==> src/rtl/kdlp_pkg.sv <==
// Shared constants for the three-key debouncer with long-press detection.
`default_nettype none

package kdlp_pkg;

    // Number of key slots on the ports and number of keys actually served.
    localparam int KEY_SLOTS = 3;
    localparam int KEY_COUNT = 3;

    // Field widths.
    localparam int DB_W   = 8;
    localparam int LONG_W = 16;
    localparam int IDX_W  = 3;
    localparam int DATA_W = 16;

    // Configuration register indexes.
    localparam logic [IDX_W-1:0] REG_KEY0_DEBOUNCE = 3'd0;
    localparam logic [IDX_W-1:0] REG_KEY1_DEBOUNCE = 3'd1;
    localparam logic [IDX_W-1:0] REG_KEY2_DEBOUNCE = 3'd2;
    localparam logic [IDX_W-1:0] REG_KEY0_LONG     = 3'd3;
    localparam logic [IDX_W-1:0] REG_KEY1_LONG     = 3'd4;
    localparam logic [IDX_W-1:0] REG_KEY2_LONG     = 3'd5;

    // Reset values of the configuration registers.
    localparam logic [DB_W-1:0]   DB_RESET        = 8'd10;
    localparam logic [LONG_W-1:0] KEY0_LONG_RESET = 16'd12000;
    localparam logic [LONG_W-1:0] KEY1_LONG_RESET = 16'd100;
    localparam logic [LONG_W-1:0] KEY2_LONG_RESET = 16'd100;

endpackage

`default_nettype wire

==> src/rtl/key_debounce_long_press.sv <==
// Top level of the three-key debouncer with press, release and long-press events.
//
// Usage: each request on the input channel (in_valid/in_ready) carries one
// tick of raw active-low key levels in raw_levels. Every request produces
// exactly one result on the output channel (out_valid/out_ready) carrying
// press, release and long-press event bits and the debounced levels.
// The request is captured in an input register; once the result register is
// free or being taken, the per-key integrators, hold timers and flags are
// updated and the result register is loaded. Throughput is one request per
// cycle while the receiver takes each result: the input register refills in
// the same cycle that it hands its request to the result register, and the
// result register is reloaded in the cycle its contents are taken.
// When the receiver stalls, the result register holds; the input register
// keeps one more request and then in_ready drops until the result is taken.
// The configuration channel (cfg_valid/cfg_ready, cfg_index, cfg_data) is
// always ready and takes effect at once; indexes above five are ignored.
// Reset clears all key state and both pipeline valid flags, and loads the
// debounce limits with 10 and the long-press times with 12000, 100, 100.
`default_nettype none

module key_debounce_long_press
    import kdlp_pkg::*;
(
    input  wire logic                 clk,
    input  wire logic                 rst_n,
    input  wire logic                 in_valid,
    output logic                      in_ready,
    input  wire logic [KEY_SLOTS-1:0] raw_levels,
    output logic                      out_valid,
    input  wire logic                 out_ready,
    output logic [KEY_SLOTS-1:0]      press_events,
    output logic [KEY_SLOTS-1:0]      release_events,
    output logic [KEY_SLOTS-1:0]      long_press_events,
    output logic [KEY_SLOTS-1:0]      debounced_levels,
    input  wire logic                 cfg_valid,
    output logic                      cfg_ready,
    input  wire logic [IDX_W-1:0]     cfg_index,
    input  wire logic [DATA_W-1:0]    cfg_data
);

    // Configuration registers.
    logic [DB_W-1:0]   db_limit_reg   [KEY_SLOTS];
    logic [LONG_W-1:0] long_limit_reg [KEY_SLOTS];

    // Per-key state.
    logic [DB_W-1:0]      integ_reg [KEY_SLOTS];
    logic [DB_W-1:0]      integ_next [KEY_SLOTS];
    logic [LONG_W-1:0]    hold_reg  [KEY_SLOTS];
    logic [LONG_W-1:0]    hold_next [KEY_SLOTS];
    logic [KEY_SLOTS-1:0] pressed_reg;
    logic [KEY_SLOTS-1:0] pressed_next;
    logic [KEY_SLOTS-1:0] fired_reg;
    logic [KEY_SLOTS-1:0] fired_next;

    // Pipeline registers.
    logic                 in_valid_reg;
    logic [KEY_SLOTS-1:0] raw_reg;
    logic                 out_valid_reg;
    logic [KEY_SLOTS-1:0] press_reg;
    logic [KEY_SLOTS-1:0] press_next;
    logic [KEY_SLOTS-1:0] release_reg;
    logic [KEY_SLOTS-1:0] release_next;
    logic [KEY_SLOTS-1:0] long_reg;
    logic [KEY_SLOTS-1:0] long_next;

    logic advance;

    // Handshake: the input stage moves on whenever the result register is free.
    assign advance   = in_valid_reg && (!out_valid_reg || out_ready);
    assign in_ready  = !in_valid_reg || advance;
    assign cfg_ready = 1'b1;

    assign out_valid         = out_valid_reg;
    assign press_events      = press_reg;
    assign release_events    = release_reg;
    assign long_press_events = long_reg;
    assign debounced_levels  = pressed_reg;

    // Per-key update of integrator, hold timer and flags for one tick.
    always_comb
    begin
        logic              down;
        logic              rise;
        logic              fall;
        logic              fired_mid;
        logic [LONG_W-1:0] hold_mid;

        press_next   = '0;
        release_next = '0;
        long_next    = '0;
        pressed_next = pressed_reg;
        fired_next   = fired_reg;
        for (int k = 0; k < KEY_SLOTS; k++)
        begin
            integ_next[k] = integ_reg[k];
            hold_next[k]  = hold_reg[k];
        end

        for (int k = 0; k < KEY_COUNT; k++)
        begin
            down = !raw_reg[k];
            rise = 1'b0;
            fall = 1'b0;

            // The hold timer counts down first; expiry fires a long press.
            hold_mid  = hold_reg[k];
            fired_mid = fired_reg[k];
            if (hold_reg[k] != '0)
            begin
                hold_mid = hold_reg[k] - LONG_W'(1);
                if (hold_reg[k] == LONG_W'(1))
                begin
                    long_next[k] = 1'b1;
                    fired_mid    = 1'b1;
                end
            end

            // Saturating integrator; a zero limit passes the level straight through.
            if (db_limit_reg[k] == '0)
            begin
                integ_next[k] = '0;
                rise          = down;
                fall          = !down;
            end
            else if (down)
            begin
                if (integ_reg[k] < db_limit_reg[k])
                begin
                    integ_next[k] = integ_reg[k] + DB_W'(1);
                    rise          = (integ_reg[k] + DB_W'(1)) == db_limit_reg[k];
                end
            end
            else
            begin
                if (integ_reg[k] != '0)
                begin
                    integ_next[k] = integ_reg[k] - DB_W'(1);
                    fall          = integ_reg[k] == DB_W'(1);
                end
            end

            // Debounced edges raise events and manage the hold timer.
            hold_next[k]  = hold_mid;
            fired_next[k] = fired_mid;
            if (rise)
            begin
                if (!pressed_reg[k])
                begin
                    if (long_limit_reg[k] != '0)
                    begin
                        hold_next[k] = long_limit_reg[k];
                    end
                    press_next[k] = 1'b1;
                end
                pressed_next[k] = 1'b1;
            end
            if (fall)
            begin
                if (pressed_reg[k])
                begin
                    if (fired_mid)
                    begin
                        fired_next[k] = 1'b0;
                    end
                    else
                    begin
                        release_next[k] = 1'b1;
                    end
                    hold_next[k] = '0;
                end
                pressed_next[k] = 1'b0;
            end
        end
    end

    // Configuration registers.
    always_ff @(posedge clk or negedge rst_n)
    begin
        if (!rst_n)
        begin
            for (int k = 0; k < KEY_SLOTS; k++)
            begin
                db_limit_reg[k] <= DB_RESET;
            end
            long_limit_reg[0] <= KEY0_LONG_RESET;
            long_limit_reg[1] <= KEY1_LONG_RESET;
            long_limit_reg[2] <= KEY2_LONG_RESET;
        end
        else if (cfg_valid)
        begin
            case (cfg_index)
                REG_KEY0_DEBOUNCE: db_limit_reg[0]   <= cfg_data[DB_W-1:0];
                REG_KEY1_DEBOUNCE: db_limit_reg[1]   <= cfg_data[DB_W-1:0];
                REG_KEY2_DEBOUNCE: db_limit_reg[2]   <= cfg_data[DB_W-1:0];
                REG_KEY0_LONG:     long_limit_reg[0] <= cfg_data;
                REG_KEY1_LONG:     long_limit_reg[1] <= cfg_data;
                REG_KEY2_LONG:     long_limit_reg[2] <= cfg_data;
                default:
                begin
                end
            endcase
        end
    end

    // Key state and pipeline control.
    always_ff @(posedge clk or negedge rst_n)
    begin
        if (!rst_n)
        begin
            for (int k = 0; k < KEY_SLOTS; k++)
            begin
                integ_reg[k] <= '0;
                hold_reg[k]  <= '0;
            end
            pressed_reg   <= '0;
            fired_reg     <= '0;
            in_valid_reg  <= 1'b0;
            out_valid_reg <= 1'b0;
        end
        else
        begin
            if (in_ready)
            begin
                in_valid_reg <= in_valid;
            end
            if (advance)
            begin
                for (int k = 0; k < KEY_SLOTS; k++)
                begin
                    integ_reg[k] <= integ_next[k];
                    hold_reg[k]  <= hold_next[k];
                end
                pressed_reg   <= pressed_next;
                fired_reg     <= fired_next;
                out_valid_reg <= 1'b1;
            end
            else if (out_ready)
            begin
                out_valid_reg <= 1'b0;
            end
        end
    end

    // Payload registers.
    always_ff @(posedge clk)
    begin
        if (in_ready && in_valid)
        begin
            raw_reg <= raw_levels;
        end
        if (advance)
        begin
            press_reg   <= press_next;
            release_reg <= release_next;
            long_reg    <= long_next;
        end
    end

endmodule

`default_nettype wire
==> config.mk <==
export PLATFORM = sky130hd
export DESIGN_NAME = key_debounce_long_press
export DESIGN_NICKNAME = d
export VERILOG_FILES = /design/src/rtl/kdlp_pkg.sv /design/src/rtl/key_debounce_long_press.sv
export SDC_FILE = /design/constraint.sdc
export NUM_CORES = 1
export LEC_CHECK = 0
export CAP_MARGIN = 0
export CORE_MARGIN = 8
export CORE_UTILIZATION = 45
export CTS_BUF_LIST = sky130_fd_sc_hd__clkbuf_16
export DETAILED_ROUTE_END_ITERATION = 7
export DONT_BUFFER_PORTS = 1
export GPL_TIMING_DRIVEN = 0
export SLEW_MARGIN = 20
export SYNTH_ARGS = -nofsm -noshare
export SYNTH_HDL_FRONTEND = slang
export SYNTH_SLANG_ARGS = --single-unit
==> constraint.sdc <==
create_clock -name clk -period 7.08 [get_ports clk]
set_clock_uncertainty 0.05 [all_clocks]
set_input_delay 0.354 -clock clk [delete_from_list [all_inputs] [get_ports clk]]
set_output_delay 0.354 -clock clk [all_outputs]
set_load 0.03 [all_outputs]
# --- After elaboration in Yosys (flattened, before gate mapping) ---
# Cells that the tools add are included.
classes:
  addsub: 9
  multipliers: 0
  div_mod_pow: 0
  order_cmp: 3
  eq_ne: 17
  shifts: 0
  mux: 77
  bitwise: 0
  reduce_logical: 44
op_table:
  columns: ["op", "count"]
  rows:
  - ["$mux W16", 18]
  - ["$mux W8", 12]
  - ["$reduce_bool A16 Y1", 6]
  - ["$eq A16 B1 Y1 const B", 3]
  - ["$sub A16 B1 Y16 const B", 3]
  - ["$mux W1", 47]
  - ["$add A8 B1 Y8 const B", 3]
  - ["$eq A8 B1 Y1 const B", 3]
  - ["$eq A8 B8 Y1", 3]
  - ["$logic_not A8 Y1", 3]
  - ["$lt A8 B8 Y1", 3]
  - ["$reduce_and A2 Y1", 12]
  - ["$reduce_bool A8 Y1", 3]
  - ["$sub A8 B1 Y8 const B", 3]
  - ["$ne A3 B1 Y1 const B", 3]
  - ["$reduce_and A3 Y1", 3]
  - ["$reduce_bool A3 Y1", 3]
  - ["$reduce_bool A2 Y1", 4]
  - ["$eq A3 B2 Y1 const B", 2]
  - ["$eq A3 B3 Y1 const B", 2]
  - ["$logic_not A1 Y1", 5]
  - ["$eq A3 B1 Y1 const B", 1]
  - ["$logic_not A3 Y1", 1]
  - ["$logic_and A1 B1 Y1", 2]
  - ["$logic_or A1 B1 Y1", 2]
word_totals:
  regBits: 164
  latchBits: 0
  mem_bits_rw: 0
  rom_bits: 0
  inputBits: 27
  out_inout_bits: 15
  elab_cells: 178
  memories: 0

# --- Depth between registers and ports, before layout ---
# Gate-level depths: netlist (run 1).
logic_depth:
  depth_word: 8
  ltp_mapped: 12
  ltp_nobuf: 10

# --- Least setup slack after synthesis (run 1) ---
# Ideal clock, no wire load.
synth_path:
  path_type: "register to register"
  start: "register integ_reg[8] (netlist bit)"
  end: "register hold_reg[19] (netlist bit)"
  setup_ps: 135
  t_arrival_ps: 2564
  required_time_ps: 6895
  slack_ps: 4332
  path_stages_with_launch: 13
  path_buffers: 2
  synth_period_minus_slack_ps: 2748
  cell_sequence: "dfrtp_1 inv_1 ha_1 xor2_1 a311oi_1 o211ai_1 nor4_1 a31o_2 nand2_1 buf_2 clkbuf_1 a31oi_1 o22ai_1"
synth_via:
  elab_chain_cells: 8
  elab_cells_between_ends: 14
  cone_classes: "1 x add/sub; 1 x order compare; 2 x eq/ne; 9 x mux; 1 x reduce/logical"
synth_lines:
  columns: ["element", "line", "rtl"]
  rows:
  - ["start: declaration", "key_debounce_long_press.sv:46", "logic [DB_W-1:0] integ_reg [KEY_SLOTS];"]
  - ["start signal: indexed assignment", "key_debounce_long_press.sv:230", "integ_reg[k] <= integ_next[k];"]
  - ["$add A8 B1 Y8", "key_debounce_long_press.sv:130", "rise = (integ_reg[k] + DB_W'(1)) == db_limit_reg[k];"]
  - ["$eq A8 B8 Y1", "key_debounce_long_press.sv:130", null]
  - ["$mux W1", "key_debounce_long_press.sv:127", "if (integ_reg[k] < db_limit_reg[k])"]
  - ["$mux W1", "key_debounce_long_press.sv:125", "else if (down)"]
  - ["$mux W1", "key_debounce_long_press.sv:119", "if (db_limit_reg[k] == '0)"]
  - ["$mux W16", "key_debounce_long_press.sv:145", "if (rise)"]
  - ["$mux W16", "key_debounce_long_press.sv:159", "if (pressed_reg[k])"]
  - ["$mux W16 *", "key_debounce_long_press.sv:157", "if (fall)"]
  - ["end signal: indexed assignment", "key_debounce_long_press.sv:231", "hold_reg[k] <= hold_next[k];"]
  - ["end: declaration", "key_debounce_long_press.sv:48", "logic [LONG_W-1:0] hold_reg [KEY_SLOTS];"]
# Every way passes the cells marked *; elsewhere a longest branch is shown, timed or not.
# A chain may end at the register's enable or synchronous reset.

# --- Worst setup path in the final report (run 1) ---
layout_path:
  start: "register db_limit_reg[3] (netlist bit)"
  end: "register hold_reg[3] (netlist bit)"
layout_via:
  elab_chain_cells: 7
  elab_cells_between_ends: 10
  cone_classes: "1 x order compare; 1 x eq/ne; 7 x mux; 1 x reduce/logical"
layout_lines:
  columns: ["element", "line", "rtl"]
  rows:
  - ["start: declaration", "key_debounce_long_press.sv:42", "logic [DB_W-1:0] db_limit_reg [KEY_SLOTS];"]
  - ["$lt A8 B8 Y1 or $eq A8 B8 Y1 (tied branches)", "key_debounce_long_press.sv:127, key_debounce_long_press.sv:130", null]
  - ["$mux W1", "key_debounce_long_press.sv:127", null]
  - ["$mux W1", "key_debounce_long_press.sv:125", null]
  - ["$mux W1", "key_debounce_long_press.sv:119", null]
  - ["$mux W16", "key_debounce_long_press.sv:145", null]
  - ["$mux W16", "key_debounce_long_press.sv:159", null]
  - ["$mux W16 *", "key_debounce_long_press.sv:157", null]
# Marked as above.

==> results of run 1 <==
placed cells by master, fill, tap and decap left out, drive strengths merged, types with 26 or more instances in the layout:
master  instances
nor4           31
o22ai          32
inv            74
mux2           51
o21ai          74
nor3           33
a31oi          26
nand2          78
dfrtp         133
a21oi          38
mux2i          48
ha             42
clkbuf         52
nor2           62
worst register-to-register path, stage by stage, from the launching register on:
cell	delay [ns]
dfstp_2	0.56
inv_1	0.06
ha_1	0.28
o21ai_0	0.07
a21oi_1	0.06
a2111oi_0	0.49
o21ai_0	0.24
o32ai_1	0.64
nand2_1	0.14
buf_2	0.26
buf_2	0.24
a31oi_1	0.21
o22ai_1	0.11
worst min-delay path by stage:
stage                 start                  to  slack (ns)  cells after the start
6_report        cfg_data[4]    db_limit_reg[20]        0.01                      2
4_1_cts         cfg_data[3]     db_limit_reg[3]      0.0007                      2
3_5_place_dp          rst_n        hold_reg[44]        0.02                      0
5_1_grt        cfg_data[12]  long_limit_reg[28]       0.002                      1
3_3_place_gp          rst_n        hold_reg[45]        0.02                      0
2_1_floorplan         rst_n     db_limit_reg[0]       0.008                      0
logic make-up (layout without fill, tap and decap cells):
logic type,after synthesis,count (layout)
xor+xnor,30,30
buf+inv,124,170
simple gates,335,335
compound gates,250,250
mux,99,99
flops,164,164
other cells,1,1
fa+ha+maj,42,42
final cells by class:
type | instances | area share (%)
buffer | 54 | 2.18
clock buffer | 17 | 3.89
clock inverter | 15 | 1.19
inverter | 70 | 2.40
multi-input combinational | 757 | 47.4
sequential | 164 | 38.3
tap | 280 | 3.20
timing repair buffer | 14 | 1.44
synthesized netlist by cell type, types with 32 or more instances:
cell type / n
dfrtp_1: 133
nand2_1: 78
o21ai_0: 71
inv_1: 70
nor2_1: 62
mux2_2: 50
mux2i_1: 48
ha_1: 42
a21oi_1: 38
clkbuf_1: 35
nor3_1: 32
o22ai_1: 32
routing by layer:
layer / track usage (%) / part of all wire [%]
met1: 28.7 / 48
met2: 31.3 / 45
met3: 4.56 / 5.4
met4: 5.45 / 1.2
met5: 0 / 0
where the power goes:
group	total (µW)	internal, µW	switching, µW
clock	887	511	376
combinational	1330	586	739
sequential	1560	1230	330
total	3770	2330	1440
metrics by stage:
step / setup slack (ns) / total power, µW
CTS: 3.57 / 3780
global placement: 3.67 / 2830
finish: 3.52 / 3770
detailed placement: 3.59 / 2850
floorplan: 4.33 / 2510
global route: 3.33 / 4070
==> impl_metrics.toml, run 1 <==
[yosys]
synth_top_family_by_area = "simple AND/OR/NAND/NOR gates"
synthXorXnorAreaFrac_pct = 2.80
synth_area_leaders = "dfrtp_1 34%, mux2_2 5.7%, ha_1 5.3%"
yosys-mux-area-fraction_pct = 10.7
synth_area_um2 = 9870
synth_edf_count = 12
synth_nets = 1114
yosysWarnings = 0
ys_async_sr_fraction_pct = 92.7
synth-compound-area-share_pct = 16.0
synth-seq-cells = 164
yosysUniqueCellTypes = 74
synthSimpleGateAreaFrac_pct = 17.7
syn-instance-count = 1045
synth_fa_ha_area_share_pct = 5.32
seq_area_frac_synth_pct = 42.4
synth_top_area_share_pct = 33.7
synth_area_leader_cell = "dfrtp_1"
avgSynthCellArea_um2 = 9.45
synth_ff_type = "dfrtp_1"

[timing]
setup-tns-final_ns = 0
whs_ns = 0.0133
tightestPinTransition_ns = 0.853
rsz0062_at_grt = "no"
fmax_mhz = 281
relSlewSlack_pct = 42.8
slew_viol_final = 0
setup_viol = 0
hold_viol = 0
period_minus_slack_ns = 3.56
period_share_pct = 50.3

[floorplan]
die_height_um = 164
rows = 54
die_width_um = 164
initial_core_util_pct = 45.5
die_area_um2 = 26900
io_pins = 42
core_area_um2 = 21700

[worst_setup_path]
required_ns = 7.31
crit_slowest_cell = "o32ai_1"
cp_top_family = "compound AO/OA/AOI/OAI gates"
critPathCapture = "hold_reg[3]"
r2r_start = "db_limit_reg[3]"
cpPeakStageDelay_ns = 0.64
crit_chain = "inv_1, ha_1, o21ai_0, a21oi_1, a2111oi_0, o21ai_0, o32ai_1, nand2_1, buf_2, buf_2, a31oi_1, o22ai_1"
worstSetupEndpointType = "register"
crit_cells = 12
cp_num_buf_inv = 3
r2r_cells = 12
reg2reg_slack_ns = 3.52
arrival_ns = 3.79
worstReg2RegEnd = "hold_reg[3]"
critPathLaunch = "db_limit_reg[3]"
cp-start-kind = "register"
critical_path_peak_fanout = 10
worstSetupPathType = "register to register"

[clock_tree]
post_cts_resized = 0
clock_sinks = 164
ctsLongestPathBuffers = 2
cts_tree = "yes"
cts_root_buffer = "clkbuf_16"
cts_buffers = 17
postCtsSetupBuffers = 0
htreeDepth = 4
cts_hold_buffers = 14
path_clk_slew_ns = 0.06
insertion_delay_ns = 0.43

[layout]
multi_input_area_um2 = 5190
n_fill_cell = 2020
fin_cells = 1371
syn2layout_area_growth_pct = 10.8
drive_gt1_share_pct = 11.7
antenna_cells = 0
seqCellArea_um2 = 4190
design_area_um2 = 10900
fin_util_pct = 50.4
fin_nets = 1147

[worst_hold_path]
worstHoldPathType = "input pin to register"

[routing]
dr.pass1.iters = 5
ant_nets = 0
drtIter0Drc = 618
routed_wl_mm = 26.7
vias = 8015
drcViolationCount = 0
wl_per_cell_um = 19.5
vias_per_cell = 5.85

[placed_design]
placed_cells = 1325
placement.io_buffers = 0
post-dp-hpwl_mm = 18.7
gp_congestion = 0.861
postPlaceCellArea_um2 = 10200

[status]
status = "finished, final reports clean"

[grt]
grt_pass1_vias = 7819
grt_max_degree = 153
overflow = 0
track_usage_pct = 20.5
antenna_found_initial = 0
grt_pass1_wl_mm = 43.3

[power]
vdd_drop_max_mv = 0.148
p_leak_uw = 0.00476
cellPowerDensity_nw_per_um2 = 345

[job]
cap_violations = 0
(Power assumes the default switching activity.)
==> run 2: changes to the inputs <==
- clock period: 7.08 -> 3.3 ns (I/O delays scaled with it)
==> run 2 against run 1 <==
The run now ends with hold timing left. Register-to-register slack got worse by 3.3 ns. Count of clock-buffer cells in the layout did not move. Non-clock buffer count rose by 10. Sequential share of layout area fell by 0.39 points. Wire length fell by 0.21%. Global-route usage barely moved. First-iteration DRC count rose by 7.6%. Sequential power rose by 110%. Die area did not move. Utilization rose by 0.57 points. Final area rose by 1.1%.
==> impl_metrics.toml, run 2 (synthesized netlist as in run 1, its figures left out) <==
[grt]
overflow = 0
grt_max_degree = 153
grt_pass1_wl_mm = 43.4
antenna_found_initial = 2
track_usage_pct = 20.4
grt_pass1_vias = 7859

[placed_design]
gp_congestion = 0.861
post-dp-hpwl_mm = 18.7
placed_cells = 1325
placement.io_buffers = 0
postPlaceCellArea_um2 = 10200

[clock_tree]
ctsLongestPathBuffers = 2
insertion_delay_ns = 0.43
cts_root_buffer = "clkbuf_16"
cts_buffers = 17
htreeDepth = 4
cts_tree = "yes"
cts_hold_buffers = 22
path_clk_slew_ns = 0.07
clock_sinks = 164

[routing]
routed_wl_mm = 26.6
dr.pass1.iters = 5
drtIter0Drc = 665
wl_per_cell_um = 19.2
drcViolationCount = 0
ant_nets = 0
vias = 8089
vias_per_cell = 5.85

[layout]
design_area_um2 = 11100
seqCellArea_um2 = 4190
syn2layout_area_growth_pct = 12.1
layout_commonest_cell = "dfrtp_1"
final_cell_mix = "130 x dfrtp_1, 78 x nand2_1, 74 x inv_1"
n_fill_cell = 2009
fin_cells = 1383
multi_input_area_um2 = 5220
fin_nets = 1157
drive_gt1_share_pct = 12.8

[timing]
whs_ns = -0.619
rsz0062_at_grt = "no"
setup_viol = 0
period_share_pct = 93.8
tightestPinTransition_ns = 0.855
relSlewSlack_pct = 42.7
slew_viol_final = 0
hold_viol = 152
setup-tns-final_ns = 0
period_minus_slack_ns = 3.10
fmax_mhz = 323

[floorplan]
die_area_um2 = 26900
die_width_um = 164
die_height_um = 164
rows = 54
initial_core_util_pct = 45.5
core_area_um2 = 21700
io_pins = 42

[worst_hold_path]
worstHoldPathType = "input pin to async pin"

[status]
violations = "hold timing"
status = "finished, violations left"

[power]
p_leak_uw = 0.00481
cellPowerDensity_nw_per_um2 = 735
vdd_drop_max_mv = 0.318
power_uw = 8130

[job]
cap_violations = 0

[worst_setup_path]
arrival_ns = 3.33
worstSetupPathType = "register to register"
worstSetupEndpointType = "register"
required_ns = 3.54
critical_path_peak_fanout = 10
cp-start-kind = "register"
==> run 2: changes by cell type in the layout (fill, tap and decap cells not counted), sizes merged <==
cell	before	now
dlygate4sd3	13	22
buf	20	21
diode	0	2
==> run 2: routing by layer <==
| layer | up-vias | routed length [µm] | track usage, % |
|---|---|---|---|
| met5 | - | 0 | 0 |
| met4 | 0 | 306 | 5.91 |
| met3 | 20 | 1340 | 4.34 |
| met2 | 206 | 12100 | 31.2 |
| met1 | 3958 | 12800 | 28.7 |
| li1 | 3905 | - | - |
==> run 2: area by class of cell <==
class,count,area share (%)
Antenna cell,2,0.0452
Buffer,54,2.24
Timing Repair Buffer,24,2.13
Sequential cell,164,37.9
Inverter,70,2.38
Tap cell,280,3.17
Multi-Input combinational cell,757,47.1
Clock inverter,15,1.18
Clock buffer,17,3.85
==> run 2: report_power, final <==
part	internal [µW]	switching (µW)
combinational	1290	1600
clock	1100	804
sequential	2650	695
==> run 2: critical path, stage by stage (launching register included) <==
cell      delay [ns]
dfrtp_1         0.45
or4_4           0.56
nor2_1          0.16
clkbuf_1        0.40
a31o_2          0.22
nand3_1         0.32
nand2_1         0.34
clkbuf_2        0.33
o22ai_1         0.13
==> run 2: through the flow <==
step | util (%) | setup WS [ns]
after floorplan | - | 0.552
after global placement | 47.1 | -0.112
after detailed placement | 47.2 | -0.185
after CTS | 50.8 | 0.0442
after global routing | 51.0 | 0.0240
final | 51.0 | 0.203
==> run 2: repair_timing <==
action                                  in CTS  in global routing
endpoints found under the setup margin      11                 41
endpoints found under the hold margin      232                152
pin swaps                                    1                  2
resized for setup                            2                 20
buffers inserted                             0                  2
==> run 2: worst paths after layout <==
check / depth (start not counted) / slack [ns] / end / from
setup / recovery: 8 / 0.20 / hold_reg[33] / db_limit_reg[22]
hold / removal: 0 / -0.62 / hold_reg[44] / rst_n
setup reg to reg: 8 / 0.20 / hold_reg[33] / db_limit_reg[22]
hold reg to reg: 1 / 0.43 / hold_reg[47] / hold_reg[47]
max in group asynchronous: 0 / 3.47 / long_limit_reg[18] / rst_n
min in group clk: 4 / 0.05 / db_limit_reg[4] / cfg_index[1]
